### src/rtl/dac_pkg.sv
`timescale 1ns / 1ps
// package: request and result types, calendar constants and month length table
package dac_pkg;

	localparam int ADD_WIDTH_DEF = 20;
	localparam int DAY_W         = 5;
	localparam int MONTH_W       = 4;
	localparam int YEAR_W        = 14;
	localparam int DAYS_W        = 20;
	localparam int WDAY_W        = 3;

	localparam int START_ORD_W   = 22;
	localparam int MAX_YEAR      = 9999;
	localparam int DAYS_400Y     = 146097;
	localparam int DAYS_100Y     = 36524;
	localparam int DAYS_4Y       = 1461;
	localparam int DAYS_1Y       = 365;
	localparam int YEARS_400     = 400;
	localparam int YEARS_100     = 100;
	localparam int YEARS_4       = 4;
	localparam int YEARS_1       = 1;
	localparam int WEEK          = 7;
	localparam int MONTHS        = 12;
	localparam int FEB           = 2;
	localparam int QUADS_100Y    = 24;
	localparam int LAST_CAP      = 3;

	typedef struct packed {
		logic [DAY_W-1:0]   start_day;
		logic [MONTH_W-1:0] start_month;
		logic [YEAR_W-1:0]  start_year;
		logic [DAYS_W-1:0]  days_to_add;
	} req_t;

	typedef struct packed {
		logic [DAY_W-1:0]   result_day;
		logic [MONTH_W-1:0] result_month;
		logic [YEAR_W-1:0]  result_year;
		logic [WDAY_W-1:0]  weekday;
		logic               bad_date;
	} rsp_t;

	function automatic logic [DAY_W-1:0] month_days(input logic [MONTH_W-1:0] m,
		input logic leap);
		logic [DAY_W-1:0] n;
		case (m)
			MONTH_W'(FEB): n = leap ? 5'd29 : 5'd28;
			4'd4:    n = 5'd30;
			4'd6:    n = 5'd30;
			4'd9:    n = 5'd30;
			4'd11:   n = 5'd30;
			default: n = 5'd31;
		endcase
		return n;
	endfunction

endpackage

### src/rtl/gregorian_date_add_days.sv
`timescale 1ns / 1ps
// gregorian date plus day count with weekday, iterative over one shared unit
// a bad month, year or zero day gets its result strobe the cycle after acceptance;
//   a day past the month end returns after the forward year and month walk; otherwise
//   it adds the days, runs the weekday modulo steps, then walks years and months back
// throughput: one request at a time; busy stays high until the result strobe,
//   a new request is taken the cycle after it; the receiver cannot stall
// reset: arst_n clears the sequencer to idle, busy and done low
module gregorian_date_add_days
	import dac_pkg::*;
#(
	parameter int ADD_WIDTH = ADD_WIDTH_DEF
) (
	input  logic clk,
	input  logic arst_n,
	input  logic start,
	input  req_t req,
	output logic busy,
	output logic done,
	output rsp_t rsp
);

	localparam int AW    = (ADD_WIDTH < DAYS_W) ? ADD_WIDTH : DAYS_W;
	localparam int ORD_W = ((AW > START_ORD_W) ? AW : START_ORD_W) + 1;
	localparam int K7_W  = $clog2(ORD_W);

	localparam logic [3:0] S_IDLE = 4'd0;
	localparam logic [3:0] S_FY   = 4'd1;
	localparam logic [3:0] S_FM   = 4'd2;
	localparam logic [3:0] S_ADD  = 4'd3;
	localparam logic [3:0] S_MOD  = 4'd4;
	localparam logic [3:0] S_DEC  = 4'd5;
	localparam logic [3:0] S_BY   = 4'd6;
	localparam logic [3:0] S_BM   = 4'd7;
	localparam logic [3:0] S_DONE = 4'd8;

	logic [3:0]         state_q;
	req_t               in_q;
	logic [ORD_W-1:0]   rem_q;
	logic [ORD_W-1:0]   acc_q;
	logic [1:0]         lvl_q;
	logic [1:0]         b_q;
	logic [4:0]         c_q;
	logic [1:0]         e_q;
	logic [MONTH_W-1:0] mon_q;
	logic [K7_W-1:0]    k7_q;
	logic [WDAY_W-1:0]  wd_q;
	logic               bad_q;

	logic [ORD_W-1:0]   op_a;
	logic [ORD_W-1:0]   op_b;
	logic [ORD_W-1:0]   op_inc;
	logic [ORD_W-1:0]   diff;
	logic [ORD_W-1:0]   sum;
	logic               ge;
	logic               leap;
	logic [DAY_W-1:0]   dim;
	logic [ORD_W-1:0]   day_blk;
	logic [ORD_W-1:0]   yr_blk;
	logic               cap;
	logic               take;
	logic               early_bad;

	assign leap = (e_q == 2'(LAST_CAP)) && ((c_q != 5'(QUADS_100Y)) || (b_q == 2'(LAST_CAP)));
	assign dim  = month_days(mon_q, leap);

	always_comb begin
		case (lvl_q)
			2'd0:    begin day_blk = ORD_W'(DAYS_400Y); yr_blk = ORD_W'(YEARS_400); end
			2'd1:    begin day_blk = ORD_W'(DAYS_100Y); yr_blk = ORD_W'(YEARS_100); end
			2'd2:    begin day_blk = ORD_W'(DAYS_4Y);   yr_blk = ORD_W'(YEARS_4);   end
			default: begin day_blk = ORD_W'(DAYS_1Y);   yr_blk = ORD_W'(YEARS_1);   end
		endcase
	end

	assign cap = ((lvl_q == 2'd1) && (b_q == 2'(LAST_CAP))) ||
		((lvl_q == 2'd3) && (e_q == 2'(LAST_CAP)));
	assign take = ge && !cap;

	// operand select for the shared unit
	always_comb begin
		op_a   = rem_q;
		op_b   = ORD_W'(1);
		op_inc = ORD_W'(0);
		case (state_q)
			S_FY: begin
				op_b   = yr_blk;
				op_inc = day_blk;
			end
			S_FM: begin
				op_inc = (mon_q == in_q.start_month) ? ORD_W'(in_q.start_day) : ORD_W'(dim);
			end
			S_ADD: begin
				op_inc = ORD_W'(in_q.days_to_add[AW-1:0]);
			end
			S_MOD: begin
				op_b = ORD_W'(WEEK) << k7_q;
			end
			S_DEC: begin
				op_a = acc_q;
			end
			S_BY: begin
				op_b   = day_blk;
				op_inc = yr_blk;
			end
			S_BM: begin
				op_b = ORD_W'(dim);
			end
			default: begin
				op_a = rem_q;
			end
		endcase
	end

	dac_unit #(
		.W(ORD_W)
	) u_unit (
		.a   (op_a),
		.b   (op_b),
		.acc (acc_q),
		.inc (op_inc),
		.diff(diff),
		.ge  (ge),
		.sum (sum)
	);

	assign early_bad = (req.start_month == '0) || (req.start_month > 4'(MONTHS)) ||
		(req.start_year == '0) || (req.start_year > 14'(MAX_YEAR)) || (req.start_day == '0);

	always_ff @(posedge clk or negedge arst_n) begin
		if (!arst_n) begin
			state_q <= S_IDLE;
		end else begin
			case (state_q)
				S_IDLE: begin
					if (start) begin
						state_q <= early_bad ? S_DONE : S_FY;
					end
				end
				S_FY: begin
					if (!take && lvl_q == 2'd3) begin
						state_q <= S_FM;
					end
				end
				S_FM: begin
					if (mon_q == in_q.start_month) begin
						state_q <= (in_q.start_day > dim) ? S_DONE : S_ADD;
					end
				end
				S_ADD: state_q <= S_MOD;
				S_MOD: begin
					if (k7_q == '0) begin
						state_q <= S_DEC;
					end
				end
				S_DEC: state_q <= S_BY;
				S_BY: begin
					if (!take && lvl_q == 2'd3) begin
						state_q <= S_BM;
					end
				end
				S_BM: begin
					if (!(mon_q != 4'(MONTHS) && ge)) begin
						state_q <= S_DONE;
					end
				end
				S_DONE: state_q <= S_IDLE;
				default: state_q <= S_IDLE;
			endcase
		end
	end

	always_ff @(posedge clk) begin
		case (state_q)
			S_IDLE: begin
				in_q  <= req;
				bad_q <= early_bad;
				rem_q <= ORD_W'(req.start_year) - ORD_W'(1);
				acc_q <= '0;
				lvl_q <= '0;
				b_q   <= '0;
				c_q   <= '0;
				e_q   <= '0;
				mon_q <= MONTH_W'(1);
			end
			S_FY, S_BY: begin
				if (take) begin
					rem_q <= diff;
					acc_q <= sum;
					case (lvl_q)
						2'd1:    b_q <= b_q + 2'd1;
						2'd2:    c_q <= c_q + 5'd1;
						2'd3:    e_q <= e_q + 2'd1;
						default: b_q <= b_q;
					endcase
				end else begin
					lvl_q <= lvl_q + 2'd1;
				end
			end
			S_FM: begin
				if (mon_q == in_q.start_month) begin
					bad_q <= in_q.start_day > dim;
				end else begin
					mon_q <= mon_q + 4'd1;
				end
				acc_q <= sum;
			end
			S_ADD: begin
				acc_q <= sum;
				rem_q <= sum;
				k7_q  <= K7_W'(ORD_W - 3);
			end
			S_MOD: begin
				if (ge) begin
					rem_q <= diff;
				end
				if (k7_q == '0) begin
					wd_q <= ge ? diff[WDAY_W-1:0] : rem_q[WDAY_W-1:0];
				end else begin
					k7_q <= k7_q - K7_W'(1);
				end
			end
			S_DEC: begin
				rem_q <= diff;
				acc_q <= ORD_W'(1);
				lvl_q <= '0;
				b_q   <= '0;
				c_q   <= '0;
				e_q   <= '0;
				mon_q <= MONTH_W'(1);
			end
			S_BM: begin
				if (mon_q != 4'(MONTHS) && ge) begin
					rem_q <= diff;
					mon_q <= mon_q + 4'd1;
				end
			end
			default: begin
				bad_q <= bad_q;
			end
		endcase
	end

	assign busy = (state_q != S_IDLE);
	assign done = (state_q == S_DONE);

	always_comb begin
		if (bad_q) begin
			rsp.result_day   = in_q.start_day;
			rsp.result_month = in_q.start_month;
			rsp.result_year  = in_q.start_year;
			rsp.weekday      = '0;
			rsp.bad_date     = 1'b1;
		end else begin
			rsp.result_day   = rem_q[DAY_W-1:0] + 5'd1;
			rsp.result_month = mon_q;
			rsp.result_year  = acc_q[YEAR_W-1:0];
			rsp.weekday      = wd_q;
			rsp.bad_date     = 1'b0;
		end
	end

endmodule

### src/rtl/dac_unit.sv
`timescale 1ns / 1ps
// shared arithmetic unit: compare and subtract, plus accumulate adder
module dac_unit
	import dac_pkg::*;
#(
	parameter int W = START_ORD_W + 1
) (
	input  logic [W-1:0] a,
	input  logic [W-1:0] b,
	input  logic [W-1:0] acc,
	input  logic [W-1:0] inc,
	output logic [W-1:0] diff,
	output logic         ge,
	output logic [W-1:0] sum
);

	logic [W:0] sub;

	assign sub  = {1'b0, a} - {1'b0, b};
	assign diff = sub[W-1:0];
	assign ge   = ~sub[W];
	assign sum  = acc + inc;

endmodule

### config.mk
export PLATFORM = sky130hd
export DESIGN_NAME = gregorian_date_add_days
export DESIGN_NICKNAME = d
export VERILOG_FILES = /design/src/rtl/dac_pkg.sv /design/src/rtl/gregorian_date_add_days.sv /design/src/rtl/dac_unit.sv
export SDC_FILE = /design/constraint.sdc
export NUM_CORES = 1
export LEC_CHECK = 0
export BUFFER_PORTS_ARGS = -buffer_cell sky130_fd_sc_hd__buf_2
export CAP_MARGIN = 10
export CORE_MARGIN = 2
export CORE_UTILIZATION = 50
export CTS_CLUSTER_SIZE = 40
export DETAILED_ROUTE_END_ITERATION = 8
export PLACE_DENSITY = 0.78
export REMOVE_ABC_BUFFERS = 1
export SYNTH_ARGS = -nofsm -noshare
export SYNTH_HDL_FRONTEND = slang
export SYNTH_SLANG_ARGS = --single-unit
### constraint.sdc
create_clock -name clk -period 7.3 [get_ports clk]
set_input_delay 0.73 -clock clk [delete_from_list [all_inputs] [get_ports clk]]
set_output_delay 0.73 -clock clk [all_outputs]
set_load 0.01 [all_outputs]
==> results_dict.tcl, run 1 <==
set metrics [dict create \
    status "finished clean" \
    post-route-drc-count 0 \
    drive_gt1_frac 0.186 \
    synth_edf_count 113 \
    gr-usage-all-layers 0.263 \
    crit_required_ns 7.39 \
    initial_utilization 0.506 \
    cts_buffers 17 \
    final_cell_mix "edfxtp_1, nor2_1, buf_2, nand2_1, ha_1" \
    yosysWarnings 0 \
    max_slew_margin 0.313 \
    synth_cell_type_count 81 \
    drt_wl_total_mm 23.5 \
    hold_path_class "in -> async" \
    setup_slack_ns 1.92 \
    root_buffer "clkbuf_16" \
    core_area_um2 17200 \
    io_pins 75 \
    grt_max_degree 45 \
    ctsHoldBuffers 0 \
    area_delta_synth_final_pct 13.8 \
    synthCells 880 \
    grt_pass1_wl_mm 37.2 \
    fin_nets 1061 \
    crit_fanout 23 \
    dp.cells 1149 \
    hpwlAfterDp_mm 16.9 \
    n_antenna_cell 0 \
    viasPerCell 6.17 \
    layout.cells.non_filler 1181 \
    rows 48 \
    cp-start-kind "register" \
    muxShareOfSynthArea 0.0606 \
    vias 7289 \
    slew_violations 0 \
    synth_fa_ha_area_frac 0.105 \
    clk_latency_ns 0.43 \
    synth_xor_area_frac 0.0645 \
    gp_congestion 0.957 \
    final_common_cell "edfxtp_1" \
    rsz0062_at_grt "false" \
    wl_per_cell_um 19.9 \
    drt_iter0_markers 722 \
    synth_seq_cells 117 \
    synthFlopType "edfxtp_1" \
    synth_compound_area_frac 0.188 \
    synth_area_um2 8700 \
    fin_setup_tns_ns 0 \
    die_h_um 136 \
    clkSinkCount 117 \
    cts_tree "done" \
    h-tree-depth 4 \
    finalSetupViolations 0 \
    synth_simple_gate_area_frac 0.148 \
    synth_top_family_by_area "compound AO/OA/AOI/OAI gates" \
    ys_seq_area_frac 0.402 \
    async_reset_ff_frac 0.0342 \
    clk_pin_slew_ns 0.06 \
    ant_nets 0 \
    grt_pass1_vias 7026 \
    dr.pass1.iters 5 \
    die_area_um2 18500 \
    avgSynthCellArea_um2 9.88 \
    dpl_worst_slack_ns 2.07 \
    antenna_found_initial 0 \
    dieWidth_um 136 \
    crit_type "reg -> reg" \
    hold_viol_final 0 \
    worst-slew-pin-transition_ns 1.03 \
    gr-total-overflow 0 \
    cts_setup_buffers 0 \
    fmax_ghz 0.186 \
    cap_violations 0 \
    cts_resized 0 \
    fin_skew_ns 0.00886 \
    period_share 0.737 \
    critPathArrivalTime_ns 5.47 \
    numPortBuffers 74 \
    cp-end-kind "register" \
    layout_min_cycle_time_ns 5.38 \
    clockBufferDepth 2 \
]
-- cells by family after synthesis --
family | count (synthesis)
and+or+nand+nor | 273
adders and majority gates | 72
muxes | 47
AOI/OAI and AO/OA | 240
buffers and inverters | 67
DFF | 117
xor gates and xnor gates | 64
-- worst max-delay path, cell delays in order, from the launching register on --
cell,delay [ns]
dfrtp_1,0.70
nand2b_1,0.26
nor2_2,0.60
buf_4,0.37
mux2_2,0.37
ha_1,0.37
o21a_1,0.16
o31ai_2,0.08
o311ai_2,0.42
o21a_2,0.25
a21oi_4,0.08
o21ai_4,0.41
a21oi_1,0.24
nor4_4,0.29
buf_4,0.39
-- synthesized netlist by cell type, types with 5 or more instances --
| library cell | number | share of area |
|---|---|---|
| and2_1 | 13 | 0.0094 |
| a311oi_1 | 5 | 0.0050 |
| inv_1 | 28 | 0.012 |
| a22oi_1 | 12 | 0.010 |
| ha_1 | 70 | 0.10 |
| nor2b_1 | 11 | 0.0079 |
| xor2_1 | 30 | 0.030 |
| mux2i_1 | 5 | 0.0058 |
| xnor2_1 | 34 | 0.034 |
| nor3_1 | 15 | 0.0086 |
| a21o_1 | 21 | 0.018 |
| o211ai_1 | 6 | 0.0052 |
| a31oi_1 | 6 | 0.0043 |
| o21ai_0 | 63 | 0.036 |
| nor2_1 | 89 | 0.038 |
| a21oi_1 | 51 | 0.029 |
| clkbuf_1 | 25 | 0.011 |
| o221ai_1 | 13 | 0.013 |
| nand4_1 | 5 | 0.0036 |
| nand3_1 | 28 | 0.016 |
| edfxtp_1 | 113 | 0.39 |
| mux2_2 | 41 | 0.053 |
| buf_2 | 6 | 0.0035 |
| nand2_1 | 72 | 0.031 |
| o21a_1 | 5 | 0.0043 |
| a211oi_1 | 7 | 0.0060 |
| nand2b_1 | 10 | 0.0072 |
-- path summary, 6_finish.rpt --
path / startpoint / to / slack, ns / cells after the start
setup / recovery: state_q[2]$_DFFE_PN0P_ / rem_q[14]$_DFFE_PP_ / 1.92 / 14
hold / removal: arst_n / state_q[2]$_DFFE_PN0P_ / 0.09 / 1
setup reg to reg: state_q[2]$_DFFE_PN0P_ / rem_q[14]$_DFFE_PP_ / 1.92 / 14
hold reg to reg: e_q[0]$_SDFFCE_PN0P_ / e_q[0]$_SDFFCE_PN0P_ / 0.56 / 1
max in group asynchronous: arst_n / state_q[0]$_DFFE_PN0P_ / 7.09 / 1
min in group clk: req[4] / in_q[4]$_DFFE_PP_ / 0.47 / 1
-- per-stage QoR --
stage	hold slack, ns	instance area [um2]	util
6_report	0.0926	9890	0.576
5_1_grt	0.0930	9890	0.576
4_1_cts	0.0859	9890	0.576
3_5_place_dp	0.541	9260	0.539
3_3_place_gp	0.543	9260	0.539
2_1_floorplan	0.434	8530	-
-- per-layer routing --
| layer | track usage | routed length [um] | up-vias |
|---|---|---|---|
| met1 | 0.348 | 9970 | 3514 |
| met5 | 0 | 0 | - |
| met3 | 0.0488 | 1560 | 45 |
| met2 | 0.428 | 11400 | 305 |
| li1 | - | - | 3425 |
| met4 | 0.108 | 561 | 0 |
-- registers in the layout, indices dropped and copies added, names as in the netlist, 2 cells and up --
name / flops
c_q: 5
k7_q: 5
e_q: 2
rem_q: 23
in_q: 43
mon_q: 4
lvl_q: 2
b_q: 2
wd_q: 3
state_q: 4
acc_q: 23
-- final cells by class --
cell class / count / area (um2)
timing repair buffer: 82 / 430
inverter: 29 / 109
tap: 225 / 282
fill: 1470 / 7280
sequential: 117 / 3490
clock inverter: 12 / 178
clock buffer: 20 / 457
multi-input combinational: 696 / 4950
Power of run 1 is not shown: default switching activity piles up to over one toggle a cycle in this logic, so the estimate is an artifact.
==> run 2, diff against run 1 <==
- ABC_AREA: unset -> 1
- PLACE_DENSITY: 0.78 -> 0.77
- clock period: 7.3 -> 5.22 ns (I/O delays scaled with it)
==> run 2 against run 1 <==
Synthesized cell count grew 47%. Maximum frequency is 17% higher. Via count increased by 31%. Register-to-register slack lost 1.3 ns. First-iteration DRC count grew 35%. Clock skew grew 0.0010 ns. Sequential share of layout area fell by 2.6 points. Cell count up 37%. Critical endpoint is now rem_q[11]$_DFFE_PP_. Highest routed layer unchanged.
==> results_dict.tcl, run 2 <==
set metrics [dict create \
    status "finished clean" \
    fmax_ghz 0.217 \
    hpwlAfterDp_mm 23.7 \
    critPathSlowestCell "nor3_4" \
    avgSynthCellArea_um2 7.36 \
    grt_pass1_vias 8829 \
    crit_required_ns 5.26 \
    area_delta_synth_final_pct 12.4 \
    die_area_um2 20200 \
    synth.top_cell.area_share 0.357 \
    top_register "in_q" \
    worst-slew-pin-transition_ns 1.21 \
    clk_pin_slew_ns 0.06 \
    layout_min_cycle_time_ns 4.60 \
    cp-end-kind "register" \
    drt_wl_total_mm 29.9 \
    synth.largest_area_cell "edfxtp_1" \
    rows 50 \
    viasPerCell 5.89 \
    grt_pass1_wl_mm 46.9 \
    hold_viol_final 0 \
    n_antenna_cell 0 \
    synth_common_cells "nand2_1, inv_1, nor2_1" \
    ant_nets 0 \
    reg2reg_slack_ns 0.62 \
    drive_gt1_frac 0.114 \
    post-route-drc-count 0 \
    gp_congestion 1.04 \
    async_reset_ff_frac 0.0342 \
    clockBufferDepth 2 \
    vias 9514 \
    io_pins 75 \
    max_stage_delay_ns 0.90 \
    synth_most_common_cell "nand2_1" \
    fin_setup_tns_ns 0 \
    period_share 0.881 \
    finalSetupViolations 0 \
    worst_path_most_repeated_cell "inv_1" \
    reg_top3 "in_q (43), acc_q (23), rem_q (23)" \
    wl_per_cell_um 18.5 \
    cts_buffers 17 \
    holdPathEnd "in_q[14]$_DFFE_PP_" \
    rsz0062_at_grt "false" \
    synth_cell_type_count 52 \
    ys_seq_area_frac 0.367 \
    cp-start-kind "register" \
    crit_fanout 38 \
    hold_start "req[14]" \
    clkSinkCount 117 \
    synthFlopType "edfxtp_1" \
    reg2reg_to "rem_q[11]$_DFFE_PP_" \
    final_common_cell "nand2_1" \
    root_buffer "clkbuf_16" \
    r2r_start "state_q[2]$_DFFE_PN0P_" \
    path_cells "inv_1, nor2_2, inv_1, nor2_2, inv_1, o21ai_0, ha_1, nand2_1, nor2_1, nand2_1, nand2_2, nand2_1, nand3_2, nand2_2, nand2_4, inv_1, nor3_4" \
    die_h_um 142 \
    dr.pass1.iters 5 \
    h-tree-depth 4 \
    fin_nets 1486 \
    final_cell_mix "nand2_1, inv_1, nor2_1, edfxtp_1, o21ai_0" \
    rr_worst_depth 17 \
    cts_tree "done" \
    synth_seq_cells 117 \
    hold-path-cell-count 1 \
    core_area_um2 18700 \
    cts_setup_buffers 0 \
    gr-total-overflow 0 \
    clk_latency_ns 0.43 \
    crit_type "reg -> reg" \
    cap_violations 0 \
    synthTopCellsByArea "edfxtp_1, nand2_1, ha_1" \
    fin_skew_ns 0.00988 \
    numPortBuffers 74 \
    critPathArrivalTime_ns 4.64 \
    antenna_found_initial 0 \
    power_leakage_nw 4.99 \
    drt_iter0_markers 977 \
    slew_violations 0 \
    dieWidth_um 142 \
    synth_area_um2 9520 \
    final.fill_count 1709 \
    gr-usage-all-layers 0.304 \
    yosysWarnings 0 \
    post-route-util 0.572 \
    power_density_nw_per_um2 761 \
    ir_drop_v 0.000354 \
    synth_edf_count 113 \
    largest_register_ffs 43 \
    max_slew_margin 0.192 \
    synthCells 1293 \
    initial_utilization 0.509 \
    grt_max_degree 43 \
    hold_path_class "in -> reg" \
]
run 2: layout make-up:
class	instances	area, um2	share of cell area
Tap cell	234	293	0.0274
Multi-Input combinational cell	976	5230	0.489
Clock buffer	17	425	0.0398
Clock inverter	15	170	0.0159
Sequential cell	117	3490	0.327
Timing Repair Buffer	81	425	0.0398
Inverter	175	659	0.0617
run 2: stage by stage:
stage	hold slack, ns	setup slack, ns	total power, mW	cells	cell area (um2)
3_3_place_gp	0.336	0.831	6.72	1582	10100
6_report	0.262	0.622	8.14	1615	10700
4_1_cts	0.258	0.658	8.02	1615	10700
5_1_grt	0.253	0.151	8.74	1615	10700
2_1_floorplan	0.226	0.920	5.28	1268	9370
3_5_place_dp	0.343	0.688	6.78	1582	10100
run 2: cell families after synthesis:
kind of cell,count (synthesis),share of synthesized area
AOI/OAI and AO/OA,235,0.136
adders and majority gates,72,0.0962
and+or+nand+nor,651,0.299
DFF,117,0.367
xor gates and xnor gates,18,0.0166
buffers and inverters,200,0.0847
run 2: repair_timing:
| item | in CTS | in global routing |
|---|---|---|
| hold buffers | 1 | 0 |
| setup endpoints to repair | 0 | 0 |
| gates resized for setup | 0 | 0 |
| endpoints found under the hold margin | 4 | 0 |
run 2: critical path, delay by kind of cell, from the launching register on:
family | cells | cell delay [ns]
compound gates | 1 | 0.27
fa+ha+maj | 1 | 0.45
buf+inv | 4 | 1.13
flops | 1 | 0.40
simple gates | 11 | 1.94
run 2: power breakdown:
group | switching [mW] | leakage [nW] | internal (mW)
registers | 0.272 | 1.16 | 1.78
clock network | 0.487 | 0.288 | 0.715
logic | 3.41 | 3.54 | 1.48
run 2: how the worst max path moves through the flow:
stage	start	to	slack (ns)	cells past startpoint
2_1_floorplan	state_q[1]$_DFFE_PN0P_	acc_q[0]$_DFFE_PP_	0.92	17
3_3_place_gp	state_q[2]$_DFFE_PN0P_	rem_q[21]$_DFFE_PP_	0.83	17
3_5_place_dp	state_q[2]$_DFFE_PN0P_	rem_q[22]$_DFFE_PP_	0.69	17
4_1_cts	state_q[2]$_DFFE_PN0P_	rem_q[11]$_DFFE_PP_	0.66	17
5_1_grt	state_q[2]$_DFFE_PN0P_	rem_q[11]$_DFFE_PP_	0.15	17
6_report	state_q[2]$_DFFE_PN0P_	rem_q[11]$_DFFE_PP_	0.62	17
run 2: routing by layer:
metal  share of wire  vias to the layer above  global-route usage
li1                -                     4518                   -
met1            0.44                     4411               0.436
met2            0.43                      524               0.454
met3           0.096                       61              0.0596
met4           0.032                        0               0.122
met5               0                        -                   0
No activity file was read; power rests on OpenSTA's default activity.
